File: src/hw/rtl/ukf_pkg.sv
`timescale 1ns / 1ps
// ukf_pkg: shared types and codes for the unique-key FIFO.
// No dependencies; used by ukf_cell, unique_key_fifo_unit and ukf_checker.

package ukf_pkg;

  localparam int DEPTH_DEF = 4;

  localparam int OP_W     = 2;
  localparam int KEY_W    = 32;
  localparam int STATUS_W = 2;
  localparam int OCC_W    = 3;

  localparam int IN_TDATA_W  = 40;
  localparam int OUT_TDATA_W = 40;

  // Operation codes
  localparam logic [OP_W-1:0] OP_PUSH   = 2'd0;
  localparam logic [OP_W-1:0] OP_POP    = 2'd1;
  localparam logic [OP_W-1:0] OP_LOOKUP = 2'd2;

  // Result status codes
  localparam logic [STATUS_W-1:0] ST_OK    = 2'd0;
  localparam logic [STATUS_W-1:0] ST_FULL  = 2'd1;
  localparam logic [STATUS_W-1:0] ST_DUP   = 2'd2;
  localparam logic [STATUS_W-1:0] ST_EMPTY = 2'd3;

  // Per-cell control
  typedef struct packed {
    logic shift;  // take the key of the younger neighbor (pop)
    logic load;   // capture the pushed key (this cell is the tail)
  } cell_ctl_t;

endpackage

File: src/hw/rtl/ukf_cell.sv
`timescale 1ns / 1ps
// ukf_cell: one slot of the key chain; holds a key and compares it.
// Depends on ukf_pkg.

module ukf_cell (
  input  logic                     clk,
  input  ukf_pkg::cell_ctl_t       ctl,
  input  logic                     live,      // slot holds a queued key
  input  logic [ukf_pkg::KEY_W-1:0] push_key,
  input  logic [ukf_pkg::KEY_W-1:0] next_key, // key of the younger neighbor
  input  logic [ukf_pkg::KEY_W-1:0] cmp_key,
  output logic [ukf_pkg::KEY_W-1:0] key_q,
  output logic                     match
);

  logic [ukf_pkg::KEY_W-1:0] key_r;
  logic [ukf_pkg::KEY_W-1:0] key_nxt;

  always_comb begin
    key_nxt = key_r;
    if (ctl.load) begin
      key_nxt = push_key;
    end else if (ctl.shift) begin
      key_nxt = next_key;
    end
  end

  always_ff @(posedge clk) begin
    key_r <= key_nxt;
  end

  assign key_q = key_r;
  assign match = live && (key_r == cmp_key);

endmodule

File: src/hw/rtl/unique_key_fifo_unit.sv
`timescale 1ns / 1ps
// unique_key_fifo_unit: FIFO of 32-bit keys that refuses duplicate pushes.
// Depends on ukf_pkg and ukf_cell.
//
//  channel | dir | fields (low bit first)
//  --------+-----+--------------------------------------------------------
//  in_     | in  | op[1:0], key[33:2], zero pad [39:34]
//  out_    | out | status[1:0], popped_key[33:2], found[34], occupancy[37:35],
//          |     | zero pad [39:38]
//
// One word per cycle unless out_ stalls: a word is accepted, decoded and the
// result registered in the same cycle. The longest path is the key compare in
// every cell and the OR over all match bits, which feeds the push decision.
// in_tready stays high while the output register is empty or being drained,
// so a stall on out_ holds back at most one result.
// Synchronous active-low reset empties the queue; stored keys are not cleared.

module unique_key_fifo_unit #(
  parameter int DEPTH = ukf_pkg::DEPTH_DEF
) (
  input  logic                            clk,
  input  logic                            rst_n,
  input  logic                            in_tvalid,
  output logic                            in_tready,
  input  logic [ukf_pkg::IN_TDATA_W-1:0]  in_tdata,   // op, key
  output logic                            out_tvalid,
  input  logic                            out_tready,
  output logic [ukf_pkg::OUT_TDATA_W-1:0] out_tdata   // status, popped_key, found, occupancy
);

  localparam int CW = $clog2(DEPTH + 1);

  // Queue is kept in age order: cell 0 is the oldest key, cell count-1 the
  // newest. A pop shifts every key one cell toward 0; a push writes cell count.
  logic [CW-1:0] count_r;
  logic [CW-1:0] count_nxt;

  logic                            out_valid_r;
  logic [ukf_pkg::OUT_TDATA_W-1:0] out_data_r;

  logic [ukf_pkg::OP_W-1:0]  op;
  logic [ukf_pkg::KEY_W-1:0] key;
  logic                      accept;

  logic [ukf_pkg::KEY_W-1:0] cell_key [DEPTH];
  logic [DEPTH-1:0]          match;
  logic                      hit;
  logic                      full;
  logic                      empty;
  logic                      push_ok;
  logic                      pop_ok;

  logic [ukf_pkg::STATUS_W-1:0] status;
  logic [ukf_pkg::KEY_W-1:0]    popped_key;
  logic                         found;
  logic [CW+2:0]                count_ext;
  logic [ukf_pkg::OCC_W-1:0]    occupancy;

  assign op     = in_tdata[ukf_pkg::OP_W-1:0];
  assign key    = in_tdata[ukf_pkg::OP_W +: ukf_pkg::KEY_W];
  assign accept = in_tvalid && in_tready;

  assign in_tready = !out_valid_r || out_tready;

  assign hit   = |match;
  assign full  = (count_r == CW'(DEPTH));
  assign empty = (count_r == '0);

  assign push_ok = accept && (op == ukf_pkg::OP_PUSH) && !full && !hit;
  assign pop_ok  = accept && (op == ukf_pkg::OP_POP) && !empty;

  // Cell chain
  for (genvar i = 0; i < DEPTH; i++) begin : g_cell
    ukf_pkg::cell_ctl_t        ctl;
    logic [ukf_pkg::KEY_W-1:0] next_key;

    assign ctl.shift = pop_ok;
    assign ctl.load  = push_ok && (count_r == CW'(i));

    if (i == DEPTH - 1) begin : g_last
      assign next_key = cell_key[i];
    end else begin : g_mid
      assign next_key = cell_key[i+1];
    end

    ukf_cell u_cell (
      .clk      (clk),
      .ctl      (ctl),
      .live     (count_r > CW'(i)),
      .push_key (key),
      .next_key (next_key),
      .cmp_key  (key),
      .key_q    (cell_key[i]),
      .match    (match[i])
    );
  end

  always_comb begin
    count_nxt = count_r;
    if (push_ok) begin
      count_nxt = count_r + CW'(1);
    end else if (pop_ok) begin
      count_nxt = count_r - CW'(1);
    end
  end

  // Result decode
  always_comb begin
    status     = ukf_pkg::ST_OK;
    popped_key = '0;
    found      = 1'b0;
    case (op)
      ukf_pkg::OP_PUSH: begin
        found = hit;
        if (full) begin
          status = ukf_pkg::ST_FULL;   // full wins over duplicate
        end else if (hit) begin
          status = ukf_pkg::ST_DUP;
        end
      end
      ukf_pkg::OP_POP: begin
        if (empty) begin
          status = ukf_pkg::ST_EMPTY;
        end else begin
          popped_key = cell_key[0];
        end
      end
      ukf_pkg::OP_LOOKUP: begin
        found = hit;
      end
      default: begin
        // unused op: no change, plain result
      end
    endcase
  end

  // occupancy is the count after the op, low three bits
  assign count_ext = {3'b000, count_nxt};
  assign occupancy = count_ext[ukf_pkg::OCC_W-1:0];

  always_ff @(posedge clk) begin
    if (!rst_n) begin
      count_r     <= '0;
      out_valid_r <= 1'b0;
    end else begin
      count_r <= count_nxt;
      if (accept) begin
        out_valid_r <= 1'b1;
      end else if (out_tready) begin
        out_valid_r <= 1'b0;
      end
    end
  end

  always_ff @(posedge clk) begin
    if (accept) begin
      out_data_r <= {2'b00, occupancy, found, popped_key, status};
    end
  end

  assign out_tvalid = out_valid_r;
  assign out_tdata  = out_data_r;

endmodule

File: config.mk
export PLATFORM = sky130hd
export DESIGN_NAME = unique_key_fifo_unit
export DESIGN_NICKNAME = d
export VERILOG_FILES = /design/src/hw/rtl/ukf_pkg.sv /design/src/hw/rtl/ukf_cell.sv /design/src/hw/rtl/unique_key_fifo_unit.sv
export SDC_FILE = /design/constraint.sdc
export NUM_CORES = 1
export LEC_CHECK = 0
export ABC_AREA = 1
export ABC_CLOCK_PERIOD_IN_PS = 6800
export BUFFER_PORTS_ARGS = -buffer_cell sky130_fd_sc_hd__buf_2
export CELL_PAD_IN_SITES_DETAIL_PLACEMENT = 2
export CELL_PAD_IN_SITES_GLOBAL_PLACEMENT = 2
export CORE_MARGIN = 2
export CORE_UTILIZATION = 40
export DETAILED_ROUTE_END_ITERATION = 12
export GPL_TIMING_DRIVEN = 0
export HOLD_SLACK_MARGIN = 0.03
export PLACE_DENSITY = 0.82
export SYNTH_ARGS = -nofsm -noshare
export SYNTH_HDL_FRONTEND = slang
export SYNTH_SLANG_ARGS = --single-unit
File: constraint.sdc
create_clock -name clk -period 6.8 [get_ports clk]
set_input_delay 2.04 -clock clk [delete_from_list [all_inputs] [get_ports clk]]
set_output_delay 2.04 -clock clk [all_outputs]
set_load 0.02 [all_outputs]
==> results of run 1 <==
worst reg2reg max path, stage by stage (launching register included):
cell and delay, ns:
dfxtp_1 0.38, inv_1 0.17, ha_1 0.22, inv_1 0.05, nor2_1 0.28, nor3_1 0.11
nand3_1 0.17, nor2_1 0.07, nand3_1 0.08, nand2_2 0.08, nor2_4 0.25, nand3_2 0.13
clkbuf_2 0.29, nand2_2 0.50, buf_16 0.24
stage by stage:
stage,hold slack [ns],total power [uW],instances
finish,0.555,2440,1374
global route,0.599,2530,1374
CTS,0.558,2460,1374
detailed placement,0.554,1480,1342
global placement,0.505,1470,1338
floorplan,0.527,1380,981
worst max path at each step:
stage,end,cells after the start,from,slack (ns)
final,in_tready,4,out_tready,2.33
after global routing,g_cell[2].u_cell.key_q[23],15,in_tdata[18],2.29
after CTS,in_tready,4,out_tready,2.33
after detailed placement,g_cell[2].u_cell.key_q[18],15,in_tdata[18],1.99
after global placement,g_cell[3].u_cell.key_q[18],13,in_tdata[18],0.33
after floorplan,g_cell[3].u_cell.key_q[0],6,out_tready,2.05
per-layer routing:
| metal | up-vias | GRT usage | part of all wire |
|---|---|---|---|
| met5 | - | 0 | 0 |
| met3 | 41 | 0.0327 | 0.029 |
| met1 | 3596 | 0.320 | 0.43 |
| met4 | 0 | 0.0819 | 0.021 |
| met2 | 145 | 0.454 | 0.52 |
| li1 | 3341 | - | - |
registers in the layout, indices dropped and copies added, names as in the netlist:
register	flops
count_r	3
g_cell.u_cell.key_q	128
out_tdata	38
out_tvalid	1
layout make-up:
class	count	area [sq um]
clock buffer	18	429
clock inverter	14	136
inverter	139	522
fill	2419	11500
tap	280	350
multi-input combinational	641	3150
timing repair buffer	81	480
sequential	170	5060
buffer	31	274
kinds of logic after synthesis:
family,after synthesis,share of synthesized area
flip-flops,170,0.563
buffers and inverters,170,0.0885
AND/OR/NAND/NOR,451,0.200
other,1,0.000417
AO/OA/AOI/OAI,116,0.0757
XOR/XNOR,66,0.0643
adder cells (fa/ha/maj),6,0.00835
synth_stat cells:
library cell	instances	share of area
nand3b_1	2	0.0017
nor2_1	106	0.044
nand4_1	10	0.0070
xnor2_1	47	0.046
nand2_1	305	0.13
edfxtp_1	166	0.55
clkbuf_2	5	0.0028
buf_1	3	0.0013
dfxtp_1	4	0.0089
o21ai_0	12	0.0067
buf_2	1	0.00056
ha_1	6	0.0083
nor3_2	1	0.0011
a21oi_1	3	0.0017
nand2_2	2	0.0014
nor3_1	4	0.0022
inv_2	27	0.011
conb_1	1	0.00042
o21ai_2	26	0.025
o21ai_1	74	0.041
xor2_1	19	0.019
nand3_1	15	0.0083
buf_6	18	0.023
nand3_2	4	0.0045
nor2b_1	1	0.00070
o31ai_1	1	0.00084
inv_1	112	0.047
nor2_4	1	0.0013
buf_4	4	0.0033
power by group through the flow:
| stage | Clock [uW] | Sequential, uW | Combinational (uW) |
|---|---|---|---|
| final | 982 | 1200 | 258 |
| after global routing | 1030 | 1210 | 285 |
| after CTS | 992 | 1200 | 262 |
| after detailed placement | 0 | 1230 | 257 |
| after global placement | 0 | 1230 | 239 |
| after floorplan | 0 | 1240 | 133 |
placed cells by master, fill, tap and decap left out, drive strengths merged:
cell type / n
a21oi: 3
buf: 107
bufinv: 1
clkbuf: 23
clkinv: 5
clkinvlp: 1
conb: 2
dfxtp: 4
edfxtp: 166
ha: 6
inv: 146
nand2: 307
nand3: 19
nand3b: 2
nand4: 10
nor2: 107
nor2b: 1
nor3: 5
o21ai: 112
o31ai: 1
xnor2: 47
xor2: 19
==> reports/results.tsv, run 1 <==
metric	value	unit
dpl.hpwl	20200	microns
synth_cells	980	
cts.reportedPaths.clkPinSlew	0.07	ns
antenna_found_initial	0	
rr_endpoint	g_cell[2].u_cell.key_q[20]	
dpl-instance-area	0.00984	sq mm
drive_gt1_frac	0.187	
drt_iter0_drc	407	
grtUsageTotal	0.254	
nets	1131	
clockBufferDepth	2	
area_delta_synth_final	15.7	%
post-cts-setup-buffer-count	0	
relSlewSlack	0.348	
comb_power_share	0.106	
tritoncts	built	
clock_latency	0.44	ns
timing.rr.start	count_r[0]	
critPathLaunchType	input port	
synthesis.area	0.00899	sq mm
yosysUniqueCellTypes	29	
timing.final.crit_period	4.47	ns
rrSetupSlack	3.47	ns
gp_congestion	0.768	
worstMarginPinSlew	0.977	ns
cts_htree_levels	4	
cts-resized-gates	0	
finalMaxSlewViolations	0	
cp_slowest_stage_delay	0.17	ns
finalCritPeriodShare	0.657	
dieArea	0.0237	sq mm
first_pass_iters	7	
finalSetupTns	0	ns
cts_buffers	17	
port-buffer-count	77	
cts_root_buf	clkbuf_16	
crit_required	4.76	ns
crit_chain	buf_2 -> inv_1 -> nand2_1 -> buf_2	
grt_overflow	0	
yosys_warnings	0	
die_x	154	microns
ir_drop	180	uV
antenna_left	0	
ys_seq_elements	170	
drc	0	
worst_hold_path.endpoint	out_tvalid	
hold_viol_final	0	
fin_ws	2.33	ns
outcome	finished, final reports clean	
via_per_inst	5.18	
routedWlPerCell	21.1	microns
num_antenna_cells	0	
path_buf_inv	3	
pre_cts_slack	1.99	ns
synth.avg_cell_area	9.18	sq um
pwr-share-seq	0.493	
p_leak	0.00463	uW
num_vias	7123	
yosysSeqAreaShare	0.563	
internal_power	1780	uW
cp_data_arrival_time	2.43	ns
grt_first_pass_wirelength	45500	microns
swShare	0.272	
worstSetupEndpointType	primary output	
final_area	0.0104	sq mm
cp_slowest_cell	buf_2	
io_pins	86	
min_from	out_tvalid	
power.density	235	mW/mm^2
hold_class	register to register	
finalSetupViolations	0	
cp_common_cell	buf_2	
cp_max_fo	3	
grt_pass1_vias	8022	
rows	54	
core-area	0.0220	sq mm
crit_family	buffers and inverters	
critical_path_class	input port to primary output	
hold_depth	2	
rr_worst_depth	14	
die_h	154	microns
p_clk_frac	0.402	
cts.sinks	170	
drv_cap	0	
wirelength	28900	microns
start_util	0.410	
post-route-util	0.474	
p_switching	665	uW
skew	0.0134	ns
ctsHoldBuffers	0	
rsz0062_at_grt	no	
fmax	0.224	GHz
grt_max_degree	39	
Power figures use the tool's default switching activity.
==> inputs of run 2 (changes only) <==
--- a/config.mk
+++ b/config.mk
@@ -5,17 +5,17 @@
 export SDC_FILE = /design/constraint.sdc
 export NUM_CORES = 1
 export LEC_CHECK = 0
-export ABC_AREA = 1
-export ABC_CLOCK_PERIOD_IN_PS = 6800
+export ABC_AREA = 0
+export ABC_CLOCK_PERIOD_IN_PS = 4100
 export BUFFER_PORTS_ARGS = -buffer_cell sky130_fd_sc_hd__buf_2
 export CELL_PAD_IN_SITES_DETAIL_PLACEMENT = 2
 export CELL_PAD_IN_SITES_GLOBAL_PLACEMENT = 2
 export CORE_MARGIN = 2
-export CORE_UTILIZATION = 40
+export CORE_UTILIZATION = 39
 export DETAILED_ROUTE_END_ITERATION = 12
 export GPL_TIMING_DRIVEN = 0
 export HOLD_SLACK_MARGIN = 0.03
-export PLACE_DENSITY = 0.82
+export PLACE_DENSITY = 0.73
 export SYNTH_ARGS = -nofsm -noshare
 export SYNTH_HDL_FRONTEND = slang
 export SYNTH_SLANG_ARGS = --single-unit
==> constraint.sdc (replaced) <==
create_clock -name clk -period 4.1 [get_ports clk]
set_input_delay 1.23 -clock clk [delete_from_list [all_inputs] [get_ports clk]]
set_output_delay 1.23 -clock clk [all_outputs]
set_load 0.02 [all_outputs]
==> run 2 against run 1 <==
Net effect: sequential power rose by 66%; sequential cell count did not move; synthesized cell count fell by 40%; critical path depth rose by 6; first-iteration DRC count fell by 48%; total power rose by 64%; register-to-register slack got worse by 2.8 ns; area after synthesis fell by 0.35%; setup slack got worse by 2.1 ns; combinational power rose by 55%; clock skew fell by 0.0023 ns.
==> reports/results.tsv, run 2 <==
metric	value	unit	change
outcome	finished, final reports clean		
dpl.hpwl	16500	microns	-18%
yosysSeqAreaShare	0.565		+0.00197
die_h	156	microns	+1.1%
yosys_most_used_dff	edfxtp_1		
cts_htree_levels	4		unchanged
clockBufferDepth	2		unchanged
cts.reportedPaths.clkPinSlew	0.06	ns	about the same
dieArea	0.0242	sq mm	+2.1%
io_pins	86		unchanged
rsz0062_at_grt	no		
cts_buffers	17		unchanged
drive_gt1_frac	0.371		+0.184
synth.area.top_cells	edfxtp_1, mux2_4, xnor2_1		
p_leak	0.00377	uW	-19%
cp_data_arrival_time	3.89	ns	+1.46 ns
grt_first_pass_wirelength	32900	microns	-28%
synthArstFlopShare	0		unchanged
num_antenna_cells	0		unchanged
critical_path_class	input port to register		
critPathLaunchType	input port		
largest_register_ffs	128		unchanged
gp_congestion	0.862		+12%
fmax	0.258	GHz	
power.density	388	mW/mm^2	+65%
timing.rr.start	count_r[2]		
hold_class	register to register		
crit_required	4.11	ns	-0.65 ns
yosysTopAreaCell	edfxtp_1		
grtUsageTotal	0.185		-0.0697
yosys_warnings	0		unchanged
via_per_inst	5.00		-3.6%
worstMarginPinSlew	0.816	ns	-0.161 ns
power	4010	uW	+64%
fin_ws	0.225	ns	-2.11 ns
synth_edf_count	166		unchanged
drv_cap	0		unchanged
area_delta_synth_final	15.5	%	
ir_drop	242	uV	+35%
grt_max_degree	42		+7.7%
finalSetupTns	0	ns	unchanged
yosysUniqueCellTypes	39		+34%
relSlewSlack	0.456		+0.108
synthesis.area	0.00896	sq mm	-0.35%
yosys.area.top_type_share	0.556		+0.00193
wirelength	21500	microns	-26%
crit_chain	buf_2 -> buf_6 -> xor2_1 -> nor4_1 -> nand4_1 -> nor4_2 -> a41o_4 -> nor3_4 -> buf_12 -> nand2b_2		
ys_seq_elements	170		unchanged
nets	735		-35%
hold_viol_final	0		unchanged
cts_root_buf	clkbuf_16		
synth_cells	586		-40%
mostFrequentLayoutCell	edfxtp_1		
rrSetupSlack	0.68	ns	-2.79 ns
rr_worst_depth	8		-6
final_cell_mix	edfxtp_1, mux2_4, buf_2		
core-area	0.0226	sq mm	+2.8%
first_pass_iters	4		-3
skew	0.0111	ns	-0.00232 ns
routedWlPerCell	21.9	microns	+3.9%
die_x	156	microns	+1.1%
grt_overflow	0		unchanged
cp_max_fo	32		+29
start_util	0.397		-0.0125
cp_slowest_stage_delay	0.56	ns	+0.39 ns
synth_commonest_cells	edfxtp_1, mux2_4, xnor2_1		
drc	0		unchanged
rows	55		+1.9%
port-buffer-count	77		unchanged
grt_pass1_vias	5494		-32%
final_area	0.0104	sq mm	-0.54%
synth_most_common_cell	edfxtp_1		
dpl-instance-area	0.00976	sq mm	-0.81%
finalMaxSlewViolations	0		unchanged
tritoncts	built		
finalCritPeriodShare	0.945		
ctsHoldBuffers	0		unchanged
clock_latency	0.44	ns	about the same
rr_endpoint	g_cell[0].u_cell.key_q[14]		
timing.final.crit_period	3.88	ns	
antenna_left	0		unchanged
drt_iter0_drc	211		-48%
finalSetupViolations	0		unchanged
worstSetupEndpointType	register		
num_vias	4912		-31%
crit_path_start	in_tdata[19]		
synth.avg_cell_area	15.3	sq um	+67%
crit_path_end	g_cell[0].u_cell.key_q[14]		
pre_cts_slack	-0.514	ns	-2.50 ns
cts.sinks	170		unchanged
antenna_found_initial	0		unchanged
cp_slowest_cell	nand2b_2		
-- run 2: area by class of cell --
cell class / count / area, sq um
Fill cell: 2148 / 12200
Sequential cell: 170 / 5060
Multi-Input combinational cell: 363 / 3480
Clock buffer: 18 / 429
Timing Repair Buffer: 79 / 420
Buffer: 47 / 415
Tap cell: 285 / 357
Clock inverter: 14 / 159
Inverter: 7 / 26.3
-- run 2: metal layers --
layer | up-vias | track usage | part of all wire
met5 | - | 0 | 0
met4 | 0 | 0.0926 | 0.037
met3 | 39 | 0.0325 | 0.041
met2 | 115 | 0.306 | 0.48
met1 | 2436 | 0.234 | 0.44
li1 | 2322 | - | -
-- run 2: metrics by stage --
stage,instances,util,hold slack [ns]
final,983,0.459,0.546
after global routing,983,0.459,0.589
after CTS,983,0.459,0.567
after detailed placement,951,0.433,0.548
after global placement,949,0.431,0.493
after floorplan,587,-,0.547
-- run 2: cell families (layout without fill, tap and decap cells) --
group,count (synthesis),count (layout),share of synthesized area
AND/OR/NAND/NOR,110,110,0.0778
adder cells (fa/ha/maj),6,6,0.00838
multiplexers,96,96,0.158
other,1,2,0.000418
flip-flops,170,170,0.565
XOR/XNOR,130,130,0.127
AO/OA/AOI/OAI,19,19,0.0141
buffers and inverters,54,165,0.0493
-- run 2: how the worst min path moves through the flow --
stage,from,end,cells after the start
final,out_tvalid,out_tvalid,2
after CTS,out_tvalid,out_tvalid,2
after global routing,out_tvalid,out_tvalid,2
after floorplan,g_cell[0].u_cell.key_q[20],out_tdata[22],1
after detailed placement,out_tvalid,out_tvalid,2
after global placement,out_tvalid,out_tvalid,2
-- run 2: worst max-delay path, delay by kind of cell --
kind | cells | cell delay [ns]
simple gates | 5 | 1.66
buf+inv | 3 | 0.41
compound gates | 1 | 0.36
xor+xnor | 1 | 0.20
-- run 2: repair_timing --
| item | in CTS | in global routing |
|---|---|---|
| buffers inserted | 0 | 0 |
| gates resized for setup | 1 | 0 |
| endpoints found under the setup margin | 32 | 0 |
-- run 2: where the power goes --
part           switching [uW]  total (uW)  internal [uW]
Clock                     715        1620            910
Combinational             236         399            164
Sequential               28.4        1990           1960
Total                     979        4010           3040
==> inputs of run 3 (changes only) <==
--- a/config.mk
+++ b/config.mk
@@ -10,12 +10,14 @@
 export BUFFER_PORTS_ARGS = -buffer_cell sky130_fd_sc_hd__buf_2
 export CELL_PAD_IN_SITES_DETAIL_PLACEMENT = 2
 export CELL_PAD_IN_SITES_GLOBAL_PLACEMENT = 2
+export CORE_ASPECT_RATIO = 0.9
 export CORE_MARGIN = 2
 export CORE_UTILIZATION = 39
 export DETAILED_ROUTE_END_ITERATION = 12
 export GPL_TIMING_DRIVEN = 0
 export HOLD_SLACK_MARGIN = 0.03
 export PLACE_DENSITY = 0.73
+export SETUP_SLACK_MARGIN = 0.05
 export SYNTH_ARGS = -nofsm -noshare
 export SYNTH_HDL_FRONTEND = slang
 export SYNTH_SLANG_ARGS = --single-unit
==> run 3 against run 2 <==
Net effect: total power hardly changed; sequential share of layout area hardly changed; routed wire length is 6.6% higher; final cell count is 1.1% higher; clock-buffer cell count stayed put; combinational power hardly changed; first-iteration DRC count is 3.3% higher; hold slack worse by 0.0078 ns; via count is 0.71% higher.
==> reports/results.tsv, run 3 (synthesis results as in run 2) <==
metric	value	unit	change
outcome	finished, final reports clean		
skew	0.0110	ns	-0.0000885 ns
worstMarginPinSlew	0.956	ns	+0.140 ns
cp_slowest_stage_delay	0.84	ns	+0.28 ns
antenna_found_initial	0		unchanged
dpl.cell_count	962		+1.2%
antenna_left	0		unchanged
swShare	0.246		+0.00244
num_antenna_cells	0		unchanged
core-area	0.0225	sq mm	-0.27%
clock_latency	0.45	ns	about the same
crit_required	4.16	ns	+0.05 ns
finalMaxSlewViolations	0		unchanged
start_util	0.398		+0.00106
dpl.hpwl	17700	microns	+6.8%
fmax	0.269	GHz	+4.1%
grt_max_degree	42		unchanged
crit_family	compound AO/OA/AOI/OAI gates		
p_leak	0.00375	uW	-0.40%
critical_path_class	input port to register		
num_vias	4947		+0.71%
die_h	148	microns	-5.0%
cp_max_fo	32		unchanged
cts.sinks	170		unchanged
grt_first_pass_wirelength	34900	microns	+6.1%
hold_viol_final	0		unchanged
cp_slowest_cell	o21ai_4		
crit_chain	buf_2 -> buf_6 -> xor2_1 -> nor4_1 -> nand3_1 -> nor3_2 -> a41oi_1 -> nand3_1 -> o21ai_4		
die_x	164	microns	+5.3%
area_delta_synth_final	15.6	%	about the same
grt_overflow	0		unchanged
via_per_inst	4.98		-0.40%
multiInputGateArea	0.00350	sq mm	+0.50%
critPathLaunchType	input port		
hold_class	register to register		
power	4010	uW	about the same
fin_ws	0.377	ns	+0.152 ns
final_cell_mix	edfxtp_1, mux2_4, buf_2		
cp_data_arrival_time	3.79	ns	-0.10 ns
cp_common_cell	nand3_1		
p_clk_frac	0.404		about the same
relSlewSlack	0.360		-0.0959
dpl-instance-area	0.00976	sq mm	unchanged
pwr-share-seq	0.497		about the same
path_buf_inv	2		-1
ff_latch_area	0.00506	sq mm	unchanged
rows	52		-5.5%
wirelength	22900	microns	+6.6%
io_pins	86		unchanged
finalCritPeriodShare	0.908		-0.0371
comb_power_share	0.100		about the same
internal_power	3020	uW	-0.40%
post-route-util	0.460		+0.00145
finalSetupViolations	0		unchanged
timing.final.crit_period	3.72	ns	-0.152 ns
p_switching	988	uW	+0.92%
routedWlPerCell	23.1	microns	+5.4%
ir_drop	277	uV	+14%
rsz0062_at_grt	no		
cts.reportedPaths.clkPinSlew	0.07	ns	about the same
drive_gt1_frac	0.372		+0.000532
clockBufferDepth	2		unchanged
worstSetupEndpointType	register		
cts_buffers	17		unchanged
power.density	387	mW/mm^2	-0.12%
pre_cts_slack	-0.518	ns	-0.00469 ns
cts_htree_levels	4		unchanged
nFillCells	2183		+1.6%
drv_cap	0		unchanged
first_pass_iters	4		unchanged
drc	0		unchanged
finalNonFillerCells	994		+1.1%
gp_congestion	0.862		about the same
mostFrequentLayoutCell	edfxtp_1		
port-buffer-count	77		unchanged
drt_iter0_drc	218		+3.3%
cts_root_buf	clkbuf_16		
dieArea	0.0242	sq mm	about the same
largest_register_ffs	128		unchanged
grt_pass1_vias	5545		+0.93%
final_area	0.0104	sq mm	about the same
grtUsageTotal	0.198		+0.0133
tritoncts	built		
nets	734		-0.14%
[run 3: cell types whose count changed in the layout (fill, tap and decap cells not counted)]
cell,previous run,this run
nand2b_4,0,1
clkinv_2,0,2
nand2b_2,1,0
buf_8,7,6
inv_8,1,0
nor3_2,0,1
o21ai_4,1,2
clkinvlp_4,3,5
clkinv_4,2,1
nor3_1,7,6
inv_6,5,3
o21ai_2,1,0
[run 3: cell type report]
cell class / instances / area share
multi-input cells: 363 / 0.338
well taps: 297 / 0.0359
clock buffers: 18 / 0.0414
plain buffers: 47 / 0.0401
repair buffers: 78 / 0.0391
clock inverters: 14 / 0.0141
flip-flops and latches: 170 / 0.489
inverters: 7 / 0.00254
[run 3: path summary, 6_finish.rpt]
| kind | start | endpoint | slack, ns | depth (start not counted) |
|---|---|---|---|---|
| worst max-delay path | in_tdata[28] | g_cell[1].u_cell.key_q[19] | 0.38 | 9 |
| worst min register to register | out_tvalid | out_tvalid | 0.54 | 2 |
| worst min-delay path | out_tvalid | out_tvalid | 0.54 | 2 |
| worst max register to register | count_r[0] | g_cell[1].u_cell.key_q[19] | 0.76 | 8 |
[run 3: per-layer routing]
metal,part of all wire,global-route usage,wire length [microns],vias up
li1,-,-,-,2319
met1,0.46,0.259,10500,2501
met2,0.49,0.330,11200,104
met3,0.033,0.0351,755,23
met4,0.020,0.0697,448,0
met5,0,0,0,-
[run 3: worst register-to-register path: stages, from the launching register on]
cell     delay (ns)
dfxtp_1        0.39
inv_1          0.21
ha_1           0.26
nor2b_1        0.35
nor3_1         0.10
nand3_1        0.26
and2_1         0.26
nand3_1        0.27
o21ai_4        0.84
[run 3: power by group through the flow]
stage | logic [uW] | clock network (uW) | registers, uW
after floorplan | 238 | 0 | 2050
after global placement | 377 | 0 | 2030
after detailed placement | 400 | 0 | 2030
after CTS | 405 | 1670 | 1990
after global routing | 432 | 1710 | 2000
final | 400 | 1620 | 1990
[run 3: timing repair]
action                                  in CTS  in global routing
setup buffers                                0                  0
endpoints found under the setup margin      64                 32
resized for setup                            2                  2
hold buffers                                 0                  0
[run 3: through the flow]
step	TNS [ns]	hold WS (ns)
after floorplan	0	0.547
after global placement	-35.24	0.502
after detailed placement	-45.62	0.532
after CTS	0	0.545
after global routing	0	0.565
final	0	0.538
